==> src/hdl/ffa_pkg.sv <==
`timescale 1ns / 1ps

package ffa_pkg;

	localparam int BYTE_W = 8;
	localparam int FRAME_LEN_DEF = 16;
	localparam int CFG_IDX_W = 2;

	localparam logic [BYTE_W-1:0] HEADER_FIRST_RST = 8'h3F;
	localparam logic [BYTE_W-1:0] HEADER_SECOND_RST = 8'h21;
	localparam logic [BYTE_W-1:0] TRAILER_RST = 8'h21;

	typedef enum logic [CFG_IDX_W-1:0] {
		REG_HEADER_FIRST,
		REG_HEADER_SECOND,
		REG_TRAILER
	} cfg_reg_t;

endpackage

==> src/hdl/ffa_mem.sv <==
`timescale 1ns / 1ps

module ffa_mem #(
	parameter int DEPTH = ffa_pkg::FRAME_LEN_DEF,
	parameter int ADDR_W = $clog2(DEPTH)
) (
	input  logic                      clk,
	input  logic                      we,
	input  logic [ADDR_W-1:0]         waddr,
	input  logic [ffa_pkg::BYTE_W-1:0] wdata,
	input  logic                      re_a,
	input  logic [ADDR_W-1:0]         raddr_a,
	output logic [ffa_pkg::BYTE_W-1:0] rdata_a,
	input  logic                      re_b,
	input  logic [ADDR_W-1:0]         raddr_b,
	output logic [ffa_pkg::BYTE_W-1:0] rdata_b
);
	import ffa_pkg::*;

	logic [BYTE_W-1:0] mem_q [DEPTH];
	logic [BYTE_W-1:0] rdata_a_q;
	logic [BYTE_W-1:0] rdata_b_q;

	always_ff @(posedge clk) begin
		if (we) begin
			mem_q[waddr] <= wdata;
		end
	end

	// Read data holds while its enable is low, so port A can serve as the output register.
	always_ff @(posedge clk) begin
		if (re_a) begin
			rdata_a_q <= mem_q[raddr_a];
		end
		if (re_b) begin
			rdata_b_q <= mem_q[raddr_b];
		end
	end

	assign rdata_a = rdata_a_q;
	assign rdata_b = rdata_b_q;

endmodule

==> src/hdl/fixed_frame_aligner.sv <==
`timescale 1ns / 1ps
// Fixed-length frame aligner.
// Bytes enter on the rx channel (rx_valid/rx_ready, payload rx_byte) and are kept
// in a ring memory of FRAME_LEN entries. When the window is full, the oldest and
// second oldest bytes are read from the memory and checked against header_first
// and header_second, and the newest byte against trailer. On a match the frame
// leaves on the frame channel (frame_valid/frame_ready, payload frame_byte and
// frame_last) oldest first, one byte per cycle while frame_ready is high, with
// frame_last on the final byte. On a mismatch the oldest byte is dropped and the
// search continues. Sequence: the byte that completes the window is accepted,
// then checked in the check state on the registered memory reads. A matching
// frame then streams in the emit state, one memory read per byte on the shared
// read port, during which no byte is accepted; the emit state reads the first
// frame byte into the port A read register after the check state.
// If the receiver stalls, the output byte holds in the memory read register and
// the stream pauses. Filling continues while the last frame byte waits, up to the
// byte that would complete the next window.
// Reset empties the window and loads the default header and trailer bytes; the
// memory contents are not cleared. Configuration writes take effect at once.

module fixed_frame_aligner #(
	parameter int FRAME_LEN = ffa_pkg::FRAME_LEN_DEF
) (
	input  logic                          clk,
	input  logic                          arst_n,
	input  logic                          cfg_wr_en,
	input  logic [ffa_pkg::CFG_IDX_W-1:0] cfg_index,
	input  logic [ffa_pkg::BYTE_W-1:0]    cfg_data,
	input  logic                          rx_valid,
	output logic                          rx_ready,
	input  logic [ffa_pkg::BYTE_W-1:0]    rx_byte,
	output logic                          frame_valid,
	input  logic                          frame_ready,
	output logic [ffa_pkg::BYTE_W-1:0]    frame_byte,
	output logic                          frame_last
);
	import ffa_pkg::*;

	localparam int PTR_W = $clog2(FRAME_LEN);
	localparam logic [PTR_W-1:0] LAST_IDX = PTR_W'(FRAME_LEN - 1);

	typedef enum logic [1:0] {
		ST_FILL,
		ST_CHECK,
		ST_EMIT
	} state_t;

	state_t            state_q;
	logic [PTR_W-1:0]  fill_q;
	logic [PTR_W-1:0]  head_q;
	logic [PTR_W-1:0]  wp_q;
	logic [PTR_W-1:0]  rp_q;
	logic [PTR_W-1:0]  emit_cnt_q;
	logic [BYTE_W-1:0] newest_q;
	logic [BYTE_W-1:0] header_first_q;
	logic [BYTE_W-1:0] header_second_q;
	logic [BYTE_W-1:0] trailer_q;
	logic              out_valid_q;
	logic              out_last_q;

	logic              accept;
	logic              full_acc;
	logic              emit_re;
	logic              hit;
	logic              re_a;
	logic [PTR_W-1:0]  raddr_a;
	logic [BYTE_W-1:0] rdata_a;
	logic [BYTE_W-1:0] rdata_b;

	function automatic logic [PTR_W-1:0] ptr_inc(input logic [PTR_W-1:0] p);
		logic [PTR_W-1:0] r;
		if (p == LAST_IDX) begin
			r = '0;
		end else begin
			r = p + 1'b1;
		end
		return r;
	endfunction

	// The byte that completes a window needs the read register of port A, so it
	// waits until the last byte of the previous frame has been taken.
	assign rx_ready = (state_q == ST_FILL) && !((fill_q == LAST_IDX) && out_valid_q);
	assign accept   = rx_valid && rx_ready;
	assign full_acc = accept && (fill_q == LAST_IDX);
	assign emit_re  = (state_q == ST_EMIT) && (!out_valid_q || frame_ready);
	assign re_a     = full_acc || emit_re;
	assign raddr_a  = full_acc ? head_q : rp_q;
	assign hit      = (rdata_a == header_first_q) && (rdata_b == header_second_q) &&
	                  (newest_q == trailer_q);

	ffa_mem #(
		.DEPTH  (FRAME_LEN),
		.ADDR_W (PTR_W)
	) u_mem (
		.clk     (clk),
		.we      (accept),
		.waddr   (wp_q),
		.wdata   (rx_byte),
		.re_a    (re_a),
		.raddr_a (raddr_a),
		.rdata_a (rdata_a),
		.re_b    (full_acc),
		.raddr_b (ptr_inc(head_q)),
		.rdata_b (rdata_b)
	);

	always_ff @(posedge clk or negedge arst_n) begin
		if (!arst_n) begin
			state_q         <= ST_FILL;
			fill_q          <= '0;
			head_q          <= '0;
			wp_q            <= '0;
			rp_q            <= '0;
			emit_cnt_q      <= '0;
			newest_q        <= '0;
			header_first_q  <= HEADER_FIRST_RST;
			header_second_q <= HEADER_SECOND_RST;
			trailer_q       <= TRAILER_RST;
			out_valid_q     <= 1'b0;
			out_last_q      <= 1'b0;
		end else begin
			if (cfg_wr_en) begin
				case (cfg_reg_t'(cfg_index))
					REG_HEADER_FIRST:  header_first_q  <= cfg_data;
					REG_HEADER_SECOND: header_second_q <= cfg_data;
					REG_TRAILER:       trailer_q       <= cfg_data;
					default: ;
				endcase
			end

			if (emit_re) begin
				out_valid_q <= 1'b1;
				out_last_q  <= (emit_cnt_q == LAST_IDX);
			end else if (frame_ready) begin
				out_valid_q <= 1'b0;
			end

			case (state_q)
				ST_FILL: begin
					if (accept) begin
						wp_q <= ptr_inc(wp_q);
						if (fill_q == LAST_IDX) begin
							newest_q <= rx_byte;
							state_q  <= ST_CHECK;
						end else begin
							fill_q <= fill_q + 1'b1;
						end
					end
				end
				ST_CHECK: begin
					// With a full window the write pointer equals the head, so only
					// the head moves on a mismatch and the fill stays one short.
					if (hit) begin
						rp_q       <= head_q;
						emit_cnt_q <= '0;
						fill_q     <= '0;
						state_q    <= ST_EMIT;
					end else begin
						head_q  <= ptr_inc(head_q);
						state_q <= ST_FILL;
					end
				end
				ST_EMIT: begin
					if (emit_re) begin
						rp_q       <= ptr_inc(rp_q);
						emit_cnt_q <= emit_cnt_q + 1'b1;
						if (emit_cnt_q == LAST_IDX) begin
							state_q <= ST_FILL;
						end
					end
				end
				default: state_q <= ST_FILL;
			endcase
		end
	end

	assign frame_valid = out_valid_q;
	assign frame_byte  = rdata_a;
	assign frame_last  = out_last_q;

	a_check_no_output: assert property (@(posedge clk) disable iff (!arst_n)
		(state_q == ST_CHECK) |-> !out_valid_q)
		else $error("output pending while the window check uses the read register");

	a_full_to_check: assert property (@(posedge clk) disable iff (!arst_n)
		full_acc |=> (state_q == ST_CHECK))
		else $error("completed window was not checked");

	a_emit_empty: assert property (@(posedge clk) disable iff (!arst_n)
		(state_q == ST_EMIT) |-> (fill_q == '0))
		else $error("window not emptied during frame output");

	a_last_marked: assert property (@(posedge clk) disable iff (!arst_n)
		(emit_re && (emit_cnt_q == LAST_IDX)) |=> (frame_last && frame_valid &&
		(state_q == ST_FILL)))
		else $error("final frame byte not marked");

endmodule

==> config.mk <==
export PLATFORM = sky130hd
export DESIGN_NAME = fixed_frame_aligner
export DESIGN_NICKNAME = d
export VERILOG_FILES = /design/src/hdl/ffa_pkg.sv /design/src/hdl/ffa_mem.sv /design/src/hdl/fixed_frame_aligner.sv
export SDC_FILE = /design/constraint.sdc
export NUM_CORES = 1
export LEC_CHECK = 0
export BUFFER_PORTS_ARGS = -buffer_cell sky130_fd_sc_hd__buf_4
export CAP_MARGIN = 15
export CORE_MARGIN = 4
export CORE_UTILIZATION = 25
export DETAILED_ROUTE_END_ITERATION = 8
export PLACE_DENSITY = 0.38
export SLEW_MARGIN = 20
export SYNTH_ARGS = -nofsm -noshare
export SYNTH_HDL_FRONTEND = slang
export SYNTH_SLANG_ARGS = --single-unit
==> constraint.sdc <==
create_clock -name clk -period 4.45 [get_ports clk]
set_input_delay 0.445 -clock clk [delete_from_list [all_inputs] [get_ports clk]]
set_output_delay 0.445 -clock clk [all_outputs]
set_load 0.005 [all_outputs]
==> results.toml, run 1 <==
[power]
design_power_total_mw = 5.57
power.leakage_nw = 4.18
ir_worst_vdd_v = 0.000307
power_density_nw_per_um2 = 460

[timing]
tightest_slew_ns = 1.09
rsz0062_at_grt = "false"
min_period_ns = 3.48
hold_viol_final = 0
tns_ns = 0
skew_ns = 0.0113
hold_ws_ns = 0.0598
setup_viol = 0
fmax_mhz = 288
slew_violations = 0
period_share_pct = 78.2
slew_headroom_pct = 27.0

[die]
fp.dieArea_sq_um = 46300
pin_count = 34
dieWidth_um = 215
start_util_pct = 25.4
fp.dieH_um = 215
rows = 75
coreArea_sq_um = 42100

[synth]
syn_inst = 872
synthesis.nets = 903
yosysSeqAreaShare_pct = 53.5
synth_edf_count = 144
avgSynthCellArea_sq_um = 12.3
synthFlopType = "edfxtp_1"
netlist_area_sq_um = 10700
netlist.area_leader.share_pct = 40.3
synthTopCellsByArea = "edfxtp_1, dfrtp_1, mux4_2"
ys_ff_latch = 200
yosys.area.top_type = "edfxtp_1"
ys_warn_count = 0
async_flop_share_pct = 28.0
yosysUniqueCellTypes = 69

[layout]
fin_util_pct = 28.8
insertedDiodeCount = 0
final_cell_mix = "edfxtp_1, nand2_1, buf_4, mux2_2, dfrtp_1"
design_area_sq_um = 12100
multi_input_area_sq_um = 4620
seqCellArea_sq_um = 5740
final_common_cell = "edfxtp_1"
syn_to_final_growth_pct = 13.0
drive_gt1_share_pct = 20.4
fillers = 4328
nets = 915

[placed_design]
place.gp.congestion = 0.835
placed_area_sq_um = 11500
portBuffers = 33
dp_hpwl_um = 26900

[setup_path]
r2r-end = "u_mem.rdata_a[0]"
endpoint_kind = "flop"
cp.required_ns = 4.62
critPathArrivalTime_ns = 3.65
reg2reg_from = "fill_q[0]"
regToRegSetupSlack_ns = 0.97
critPathKind = "flop to flop"
cp-start-kind = "flop"
crit_fanout = 31
reg2reg_depth = 6

[drt]
via_per_inst = 5.28
ant_nets = 0
drt_iter0_markers = 689
vias = 7580
drc = 0
first_pass_iters = 6
wl_um = 37600
wl_per_cell_um = 26.2

[grt]
grt-ovfl-total = 0
antenna_found_initial = 0
grt_max_degree = 57
track_usage_pct = 16.2
first_global_vias = 7605
grt_pass1_wl_um = 55000

[clocking]
cts.sinks = 200
cts_tree = "built"
cts_resized = 0
ctsHtreeMaxLevel = 4
clk_pin_slew_ns = 0.08
clock_path_buffers = 2
root_buffer = "clkbuf_16"
cts_buffers = 17
ctsHoldBuffers = 0
post_cts_buffers = 0
clkLatencyLatePin_ns = 0.46

[worst_hold_path]
hp-class = "primary input to asynchronous set/reset pin"

[outcome]
status = "complete, no violations"

[job]
max_cap_viol_count = 0
-- where the power goes --
group	switching (mW)	internal [mW]	leakage, nW
Combinational	0.925	0.647	1.92
Clock	0.763	0.787	0.277
Sequential	0.182	2.27	1.97
-- worst max-delay path by stage --
stage | from | endpoint | slack (ns) | cells after the start
after floorplan | fill_q[0] | u_mem.mem_q[4][0] | 1.96 | 6
after global placement | fill_q[0] | u_mem.rdata_a[0] | 1.05 | 6
after detailed placement | fill_q[0] | u_mem.rdata_a[0] | 1.07 | 6
after CTS | fill_q[0] | u_mem.rdata_a[0] | 1.03 | 6
after global routing | fill_q[0] | u_mem.rdata_a[0] | 0.89 | 6
final | fill_q[0] | u_mem.rdata_a[0] | 0.97 | 6
-- worst max-delay path: stages (launching register included) --
cell and delay, ns:
dfrtp_1 0.39, ha_1 0.20, nand3_1 0.76, o21ai_4 0.92
a21boi_0 0.18, o21ai_0 0.51, o2111ai_1 0.20
-- sequential cells by signal, indices dropped and copies added, names as in the netlist, 2 cells and up --
register         flops
wp_q                 4
header_second_q      8
header_first_q       8
u_mem.rdata_a        8
rp_q                 4
u_mem.rdata_b        8
emit_cnt_q           4
newest_q             8
fill_q               4
state_q              2
trailer_q            8
head_q               4
u_mem.mem_q        128
-- per-stage QoR --
stage	setup WS, ns	std cells
finish	0.972	1436
global route	0.886	1436
CTS	1.03	1436
detailed placement	1.07	1404
global placement	1.05	1404
floorplan	1.96	872
-- kinds of logic (layout without fill, tap and decap cells) --
family,after synthesis,in the layout,share of synthesized area (%)
adders and majority gates,8,8,0.934
and+or+nand+nor,222,222,11.3
xor gates and xnor gates,30,30,2.45
DFF,200,200,53.5
buffers and inverters,88,113,3.59
muxes,116,116,14.4
AOI/OAI and AO/OA,208,208,13.8
-- per-layer routing --
layer | vias to the layer above | GRT usage (%) | share of wire, %
li1 | 3429 | - | -
met1 | 3878 | 23.0 | 47
met2 | 235 | 25.0 | 46
met3 | 38 | 3.09 | 4.2
met4 | 0 | 5.41 | 2.8
met5 | - | 0 | 0
-- synth_stat cells (all sizes together), types with 3 or more instances --
| cell | n |
|---|---|
| edfxtp | 144 |
| nand2 | 57 |
| mux2 | 49 |
| o21ai | 48 |
| dfrtp | 46 |
| mux2i | 41 |
| a21oi | 36 |
| clkbuf | 33 |
| and3 | 29 |
| buf | 28 |
| nand3 | 27 |
| inv | 26 |
| mux4 | 26 |
| xor2 | 21 |
| nor2 | 18 |
| nor2b | 18 |
| a211oi | 15 |
| o2111ai | 15 |
| and2 | 14 |
| o22ai | 14 |
| a21boi | 13 |
| nor4 | 12 |
| dfstp | 10 |
| nand2b | 10 |
| nor3 | 10 |
| xnor2 | 9 |
| a221o | 8 |
| ha | 8 |
| a2111oi | 7 |
| a221oi | 7 |
| o32ai | 7 |
| a311o | 6 |
| o221ai | 6 |
| a311oi | 5 |
| nand4 | 5 |
| nand3b | 4 |
| o41ai | 3 |
| or3b | 3 |
-- final cells by class --
| type | instances | share of cell area (%) |
|---|---|---|
| tap | 539 | 5.57 |
| inverter | 27 | 0.837 |
| clock inverter | 14 | 1.13 |
| clock buffer | 18 | 3.54 |
| sequential | 200 | 47.4 |
| timing repair buffer | 54 | 3.45 |
| multi-input combinational | 584 | 38.1 |
No activity file was read; power rests on OpenSTA's default activity.
==> run 2: changes to the inputs <==
PLACE_DENSITY = 0.39   (was 0.38)
clock period = 2.9 ns   (was 4.45 ns; I/O delays follow)
==> run 2 against run 1 <==
Clock skew decreased by 0.0042 ns. Global-route usage decreased by 0.24 points. Cell area increased by 4.2%. Sequential power increased by 53%. Critical path depth increased by 2. Fmax increased by 26%. Worst hold slack improved by 0.025 ns. Sequential share of layout area decreased by 1.9 points. Critical path type unchanged. Largest cell class unchanged.
==> results.toml, run 2 (same netlist as run 1, synthesis figures left out) <==
[placed_design]
dp_hpwl_um = 27000
place.gp.congestion = 0.795
pre_cts_ws_ns = 0.237
placed_area_sq_um = 12000
portBuffers = 33

[timing]
hold_viol_final = 0
fmax_mhz = 363
period_share_pct = 95.0
min_period_ns = 2.75
slew_violations = 0
tns_ns = 0
slew_headroom_pct = 33.0
setup_viol = 0
rsz0062_at_grt = "false"
skew_ns = 0.00717
tightest_slew_ns = 1.00
worst_slack_ns = 0.146

[drt]
wl_um = 37000
drt_iter0_markers = 718
drc = 0
ant_nets = 0
vias = 7751
first_pass_iters = 5
wl_per_cell_um = 25.1
via_per_inst = 5.25

[clocking]
cts_tree = "built"
ctsHtreeMaxLevel = 4
cts_buffers = 17
clock_path_buffers = 2
root_buffer = "clkbuf_16"
clkLatencyLatePin_ns = 0.46
cts.sinks = 200
cts_resized = 0
clk_pin_slew_ns = 0.07

[die]
dieWidth_um = 215
fp.dieArea_sq_um = 46300
fp.dieH_um = 215
rows = 75
start_util_pct = 25.4
coreArea_sq_um = 42100
pin_count = 34

[worst_hold_path]
hp-start = "cfg_data[3]"
holdPathEnd = "header_second_q[3]"
hp-class = "primary input to flop"
hold_depth = 2

[layout]
largest_reg_flops = 128
drive_gt1_share_pct = 23.5
final_cell_mix = "edfxtp_1, buf_4, nand2_1, mux2_2, dfrtp_1"
final_common_cell = "edfxtp_1"
design_area_sq_um = 12600
insertedDiodeCount = 0
fillers = 4243
nets = 954
top_register = "u_mem.mem_q"
syn_to_final_growth_pct = 17.7

[setup_path]
cp-start-kind = "flop"
reg2reg_depth = 8
r2r-end = "u_mem.rdata_a[1]"
crit_fanout = 18
critPathKind = "flop to flop"
reg2reg_from = "fill_q[0]"
critPathArrivalTime_ns = 3.00
regToRegSetupSlack_ns = 0.15
endpoint_kind = "flop"
cp.required_ns = 3.14

[outcome]
status = "complete, no violations"

[power]
design_power_total_mw = 8.84
power.leakage_nw = 4.44
ir_worst_vdd_v = 0.000280
power_density_nw_per_um2 = 700

[grt]
grt_pass1_wl_um = 54700
antenna_found_initial = 0
track_usage_pct = 16.0
first_global_vias = 7937
grt_max_degree = 57
grt-ovfl-total = 0

[job]
max_cap_viol_count = 0
-- run 2: what timing repair did --
| item | in CTS | in global routing |
|---|---|---|
| setup buffers | 0 | 0 |
| hold buffers | 1 | 0 |
| endpoints found under the hold margin | 46 | 0 |
-- run 2: per-layer routing --
metal	vias to the layer above	track usage [%]	wire length (um)
met1	3949	22.0	17200
met2	252	25.4	17200
met3	47	3.21	1720
li1	3503	-	-
met5	-	0	0
met4	0	5.18	996
-- run 2: layout make-up --
type                            count  area (sq um)  share of cell area, %
Inverter                           27           101                  0.803
Clock buffer                       18           429                   3.40
Multi-Input combinational cell    584          4620                   36.6
Clock inverter                     14           200                   1.59
Sequential cell                   200          5740                   45.5
Tap cell                          539           674                   5.34
Timing Repair Buffer               93           863                   6.84
-- run 2: how the worst max path moves through the flow --
stage,start,to,slack [ns]
final,fill_q[0],u_mem.rdata_a[1],0.15
after global routing,fill_q[0],u_mem.rdata_a[1],0.04
after CTS,state_q[1],u_mem.rdata_a[0],0.21
after detailed placement,state_q[1],u_mem.rdata_a[0],0.24
after global placement,state_q[1],u_mem.rdata_a[5],0.22
after floorplan,fill_q[0],u_mem.mem_q[4][0],0.41
-- run 2: critical path, cell delays in order, from the launching register on --
cell       delay [ns]
dfrtp_1          0.42
ha_1             0.24
and3_1           0.26
nand2_2          0.12
buf_4            0.20
inv_2            0.19
nor4_1           0.50
o22ai_1          0.22
o2111ai_1        0.36
-- run 2: per-stage QoR --
stage               cells  util, %  hold WS, ns
finish               1475     30.0       0.0843
CTS                  1475     30.0       0.0460
detailed placement   1442     28.4        0.443
global placement     1442     28.4        0.444
floorplan             872        -     -0.00559
global route         1475     30.0       0.0655
-- run 2: report_power, final --
part	switching [mW]	internal [mW]	total [mW]
Combinational	1.37	1.12	2.48
Clock	1.08	1.52	2.61
Sequential	0.267	3.48	3.75
Total	2.72	6.12	8.84
==> run 3: changes to the inputs <==
REMOVE_ABC_BUFFERS = 1   (was unset)
==> run 3 against run 2 <==
Die area did not move. Clock power shrank 4%. Non-clock buffer count increased by 3. Power down 0.67%. Sequential share of layout area down 0.14 points. Via count barely moved. First-iteration DRC count decreased by 0.14%. Register-to-register slack got worse by 0.02 ns. Critical path type unchanged. Highest routed layer unchanged.
==> results.toml, run 3 (same netlist as run 1, synthesis figures left out) <==
[clocking]
ctsHtreeMaxLevel = 4
clock_path_buffers = 2
root_buffer = "clkbuf_16"
cts_buffers = 17
cts_tree = "built"
clkLatencyLatePin_ns = 0.46
clk_pin_slew_ns = 0.08
cts.sinks = 200

[layout]
final_cell_mix = "edfxtp_1, buf_4, nand2_1, mux2_2, dfrtp_1"
insertedDiodeCount = 0
multi_input_area_sq_um = 4620
seqCellArea_sq_um = 5740
final_common_cell = "edfxtp_1"
largest_reg_flops = 128
top_register = "u_mem.mem_q"
design_area_sq_um = 12700
nets = 957
syn_to_final_growth_pct = 18.1
fillers = 4258
drive_gt1_share_pct = 24.1

[worst_hold_path]
hp-start = "cfg_data[7]"
hp-class = "primary input to flop"
holdPathEnd = "header_first_q[7]"
hold_depth = 2

[setup_path]
reg2reg_depth = 6
critPathTopFamily = "compound AO/OA/AOI/OAI gates"
cp.depth = 6
regToRegSetupSlack_ns = 0.13
critPathArrivalTime_ns = 2.95
r2r-end = "u_mem.rdata_a[7]"
cp-start-kind = "flop"
max_stage_delay_ns = 0.78
critPathKind = "flop to flop"
worst_path_max_delay_cell = "a21oi_1"
endpoint_kind = "flop"
crit_chain = "or4b_1 -> buf_4 -> nor3_1 -> a21oi_1 -> a311o_1 -> o2111ai_1"
reg2reg_from = "state_q[0]"
critPathBufInv = 1
cp.required_ns = 3.08
crit_fanout = 14

[die]
start_util_pct = 25.4
pin_count = 34
fp.dieArea_sq_um = 46300
coreArea_sq_um = 42100
rows = 75
fp.dieH_um = 215
dieWidth_um = 215

[drt]
wl_per_cell_um = 25.1
drc = 0
vias = 7758
via_per_inst = 5.25
first_pass_iters = 5
drt_iter0_markers = 717
ant_nets = 0
wl_um = 37100

[timing]
tightest_slew_ns = 1.00
fmax_mhz = 361
slew_headroom_pct = 33.1
rsz0062_at_grt = "false"
period_share_pct = 95.5
tns_ns = 0
slew_violations = 0
min_period_ns = 2.77
skew_ns = 0.0152
setup_viol = 0
hold_viol_final = 0

[placed_design]
portBuffers = 33
dp_hpwl_um = 26600
placed_area_sq_um = 12000
place.gp.congestion = 0.845

[power]
ir_worst_vdd_v = 0.000348
power_density_nw_per_um2 = 693
design_power_total_mw = 8.78
power.leakage_nw = 4.45

[grt]
grt-ovfl-total = 0
first_global_vias = 7891
grt_pass1_wl_um = 54600
antenna_found_initial = 1
grt_max_degree = 57
track_usage_pct = 16.0

[job]
max_cap_viol_count = 0

[outcome]
status = "complete, no violations"
==> run 3: metrics by stage <==
stage,hold WS [ns],worst slack (ns),util [%],instances
CTS,0.0548,0.121,30.0,1478
global placement,0.432,0.0328,28.6,1445
finish,0.0813,0.130,30.1,1478
detailed placement,0.430,0.0360,28.6,1445
global route,0.0596,0.0548,30.1,1478
floorplan,-0.00559,-3.41,-,811
==> run 3: repair_timing <==
action	4_1_cts	5_1_grt
endpoints found under the hold margin	46	0
setup buffers	0	0
hold buffers	1	0
setup endpoints to repair	1	1
gates resized for setup	1	2
==> run 3: routing by layer <==
layer | up-vias | part of all wire [%] | GRT usage (%)
met4 | 0 | 2.1 | 4.60
met2 | 255 | 47 | 25.6
met3 | 40 | 6.4 | 4.08
li1 | 3502 | - | -
met1 | 3961 | 45 | 21.7
met5 | - | 0 | 0
==> run 3: cell type report <==
type | instances | area share (%)
flip-flops and latches | 200 | 45.3
multi-input cells | 584 | 36.5
repair buffers | 96 | 7.29
well taps | 539 | 5.33
clock buffers | 17 | 3.36
clock inverters | 15 | 1.38
inverters | 27 | 0.820
==> run 3: power by group <==
part,internal (mW),leakage [nW],switching (mW)
Clock,1.36,0.289,1.14
Combinational,1.13,2.19,1.39
Sequential,3.48,1.97,0.271
==> run 3: worst max path at each step <==
stage / from / end / slack (ns)
floorplan: head_q[0] / u_mem.rdata_b[2] / -3.41
global placement: fill_q[0] / u_mem.rdata_a[4] / 0.03
detailed placement: fill_q[0] / u_mem.rdata_a[4] / 0.04
CTS: fill_q[0] / u_mem.rdata_a[4] / 0.12
global route: state_q[0] / u_mem.rdata_a[7] / 0.05
finish: state_q[0] / u_mem.rdata_a[7] / 0.13
